## config.mk

```make
export PLATFORM = sky130hd
export DESIGN_NAME = tlc_l2_set_update
export DESIGN_NICKNAME = d
export VERILOG_FILES = /design/src/rtl/tlc_pkg.sv /design/src/rtl/tlc_l2_set_update.sv
export SDC_FILE = /design/constraint.sdc
export NUM_CORES = 1
export LEC_CHECK = 0
export BUFFER_PORTS_ARGS = -buffer_cell sky130_fd_sc_hd__buf_2
export CELL_PAD_IN_SITES_DETAIL_PLACEMENT = 1
export CELL_PAD_IN_SITES_GLOBAL_PLACEMENT = 2
export CORE_ASPECT_RATIO = 0.9
export CORE_MARGIN = 2
export CORE_UTILIZATION = 18
export DETAILED_ROUTE_END_ITERATION = 7
export PLACE_DENSITY = 0.91
export SLEW_MARGIN = 30
export SYNTH_ARGS = -nofsm -noshare
export SYNTH_HDL_FRONTEND = slang
export SYNTH_SLANG_ARGS = --single-unit
```

## constraint.sdc

```tcl
create_clock -name vclk -period 1.8
set_input_delay 0.18 -clock vclk [all_inputs]
set_output_delay 0.18 -clock vclk [all_outputs]
set_load 0.005 [all_outputs]
```

## src/rtl/tlc_pkg.sv

```systemverilog
`default_nettype none
package tlc_pkg;

  localparam int ADDR_W     = 32;
  localparam int LINE_BYTES = 64;
  localparam int L1_LINES   = 512;
  localparam int L2_SETS    = 1024;
  localparam int L2_WAYS    = 4;

  localparam int OFF_W      = $clog2(LINE_BYTES);
  localparam int L1_IDX_W   = $clog2(L1_LINES);
  localparam int L1_TAG_W   = ADDR_W - OFF_W - L1_IDX_W;
  localparam int L1_DEPTH   = 2 * L1_LINES;
  localparam int L1_ADDR_W  = $clog2(L1_DEPTH);
  localparam int L2_SET_W   = $clog2(L2_SETS);
  localparam int L2_TAG_W   = ADDR_W - OFF_W - L2_SET_W;
  localparam int WAY_W      = $clog2(L2_WAYS);

  localparam int CLR_DEPTH  = (L1_DEPTH > L2_SETS) ? L1_DEPTH : L2_SETS;
  localparam int CLR_W      = $clog2(CLR_DEPTH);

  localparam int LFSR_W     = 16;
  localparam logic [LFSR_W-1:0] SEED_RESET = 16'd44257;

  // Access kinds carried on the input tuser.
  localparam logic [1:0] MODE_READ  = 2'd0;
  localparam logic [1:0] MODE_WRITE = 2'd1;
  localparam logic [1:0] MODE_FETCH = 2'd2;
  localparam logic [1:0] MODE_NONE  = 2'd3;

  typedef struct packed {
    logic                valid;
    logic [L1_TAG_W-1:0] tag;
  } l1_row_t;

  typedef struct packed {
    logic [L2_WAYS-1:0]               valid;
    logic [L2_WAYS-1:0][L2_TAG_W-1:0] tag;
  } l2_row_t;

  typedef struct packed {
    logic hit;
    logic dram_read;
    logic evict;
  } l2_flags_t;

endpackage
`default_nettype wire

```

## src/rtl/tlc_l2_set_update.sv

```systemverilog
`default_nettype none
module tlc_l2_set_update import tlc_pkg::*; (
  input  wire l2_row_t             row,
  input  wire logic [L2_TAG_W-1:0] tag,
  input  wire logic                is_read,
  input  wire logic [LFSR_W-1:0]   lfsr,
  output l2_row_t                  row_next,
  output l2_flags_t                flags,
  output logic [LFSR_W-1:0]        lfsr_next
);

  logic             hit;
  logic             found_empty;
  logic [WAY_W-1:0] empty_way;
  logic [WAY_W-1:0] fill_way;

  // Tag compare across the set, then the lowest empty way or the LFSR victim.
  always_comb begin
    hit         = 1'b0;
    found_empty = 1'b0;
    empty_way   = '0;
    for (int w = 0; w < L2_WAYS; w++) begin
      if (row.valid[w] && row.tag[w] == tag) begin
        hit = 1'b1;
      end
    end
    for (int w = L2_WAYS - 1; w >= 0; w--) begin
      if (!row.valid[w]) begin
        found_empty = 1'b1;
        empty_way   = WAY_W'(w);
      end
    end
    fill_way = found_empty ? empty_way : lfsr[WAY_W-1:0];
    row_next = row;
    row_next.valid[fill_way] = 1'b1;
    row_next.tag[fill_way]   = tag;
  end

  assign flags.hit       = hit;
  assign flags.dram_read = !hit && is_read;
  assign flags.evict     = !hit && !found_empty;

  // Fibonacci LFSR, taps 16,14,13,11.
  assign lfsr_next = {lfsr[0] ^ lfsr[2] ^ lfsr[3] ^ lfsr[5], lfsr[LFSR_W-1:1]};

endmodule
`default_nettype wire

```

==> reports/qor.csv <==
metric,value,unit
final period utilization,1.02,
first-pass GRT wire length,13.1,mm
Worst setup SP type,primary input,
distinct cell type count after synthesis,25,
top post-synthesis cells by count,"xor2_1, mux2_2, buf_4",
final hold vios,0,
Antenna diodes,0,
WHS,0.360,ns
critical path arrival,1.66,ns
Top-Level Pins,188,
worst hold stages,0,
outcome,"finished, violations left",
required time of the critical path,1.62,ns
detailed-route DRC error count,0,
die boundary height,101,um
Crit Path Class,primary input to output pin,
critical path peak fanout,7,
fillers,1259,
worst setup margin,-0.0403,ns
"Seq/Total Area, Yosys",0,
Fmax,543,MHz
VDD IR-drop max,99.5,uV
drt total wl,9.00,mm
Detail Route Antenna Nets,0,
top cell type's share of synthesized area,0.320,
num rows,35,
core area,0.0102,mm^2
vias in the first global route,2319,
global-route usage over all layers,0.147,
PwrDens,255,mW/mm^2
gpl congestion,0.812,
top-count cell post-synth,xor2_1,
Syn Nets,314,
fin nets,474,
area grow syn2layout,59.0,%
placed wire-length estimate,7.71,mm
Synth warnings,0,
initial core utilization,0.185,
Die X,112,um
Synth area leaders,"mux2_2, xor2_1, mux2_4, buf_4, nor4_1",
hold endpoint,lfsr_next[10],
min Tclk post-route,1.84,ns
"Setup violations, final",3,
synthesized instance count,213,
via total after detailed routing,2214,
leading area contributor after synthesis,mux2_2,
Seq Cell Count,0,
initial antenna violation count,1,
Worst setup EP type,output pin,
grt ovf,0,
Leakage,1.48,nW
"Cell Area, Synth",0.00190,mm^2
drt via density,4.43,
Max Cap Violations,0,
CLK BUF,0,
unrepaired setup endpoints after global routing,yes,
multi-input logic area,0.00169,mm^2
IO buf count,165,
syn_area_per_cell,8.92,um^2
failing checks,negative setup slack,
worst hold path startpoint,lfsr[11],
setup tns final,-0.0677,ns
Final Max Tran Viols,0,
register area,0,um^2
worst hold path class,primary input to output pin,
drt wl/cell,18.0,um
Die ar.,0.0114,mm^2
Detailed Routing Iterations Pass 1,4,
Initial DRC Count,49,
layout cells sized above 1,0.739,
largest net degree at the start of global routing,17,
## cells by family after synthesis
| family | share of synthesized area |
|---|---|
| xor+xnor | 0.309 |
| mux | 0.399 |
| buf+inv | 0.148 |
| simple gates | 0.105 |
| compound gates | 0.0375 |
| other cells | 0.00197 |
## per-layer routing
layer  routed length (um)  vias up  GRT usage
li1                     -     1044          -
met1                 3790     1057      0.184
met2                 4500      103      0.272
met3                  587        8     0.0251
met4                  105        2     0.0206
met5                   13        -          0
## critical path, cell delays in order
cell and delay, ns:
clkbuf_4 0.17, xor2_1 0.16, nor4_1 0.28, buf_4 0.16, nand4_1 0.20, o22ai_2 0.27
or2_1 0.13, buf_2 0.10
## metrics by stage
stage | area (um^2) | setup slack (ns) | total power, mW | instances | util
2_1_floorplan | 1900 | 0.220 | 0.395 | 213 | -
3_3_place_gp | 2890 | -0.151 | 0.734 | 499 | 0.282
3_5_place_dp | 2890 | -0.152 | 0.748 | 499 | 0.282
4_1_cts | 2980 | -0.00171 | 0.771 | 499 | 0.290
5_1_grt | 3020 | -0.0989 | 0.839 | 500 | 0.295
6_report | 3020 | -0.0403 | 0.769 | 500 | 0.295
## report_power, final
part	total [mW]	internal (mW)	switching, mW	leakage, nW
sequential	0	0	0	0
combinational	0.769	0.411	0.358	1.48
clock	0	0	0	0
total	0.769	0.411	0.358	1.48
## worst max-delay path by stage
| stage | from | end | cells past startpoint |
|---|---|---|---|
| after detailed placement | tag[2] | flags[2] | 8 |
| after global routing | tag[11] | flags[0] | 8 |
| after global placement | tag[2] | flags[2] | 8 |
| after CTS | row[26] | flags[2] | 8 |
| after floorplan | tag[15] | flags[2] | 7 |
| final | tag[11] | flags[2] | 8 |
## repair_timing
| item | in CTS | in global routing |
|---|---|---|
| endpoints found under the setup margin | 3 | 3 |
| resized for setup | 18 | 7 |
| pin swaps | 11 | 5 |
| hold buffers | 0 | 0 |
| setup buffers | 0 | 1 |
| endpoints found under the hold margin | 0 | 0 |
| gates cloned | 0 | 0 |
## final cells by class
cell class | instances | share of cell area
timing repair buffer | 195 | 0.385
tap | 129 | 0.0534
inverter | 2 | 0.00248
multi-input combinational | 174 | 0.559
## layout by cell type, fill, tap and decap left out, types with 4 or more instances in the layout
cell type and count:
mux2_4 10, xor2_1 60, nand2_1 7, nor4_1 9, nor4_2 4, xnor2_1 5
buf_4 25, nor3_1 4, buf_12 5, buf_2 157, mux2_2 54, nand4_1 4
buf_6 4
No activity file was read; power rests on OpenSTA's default activity.
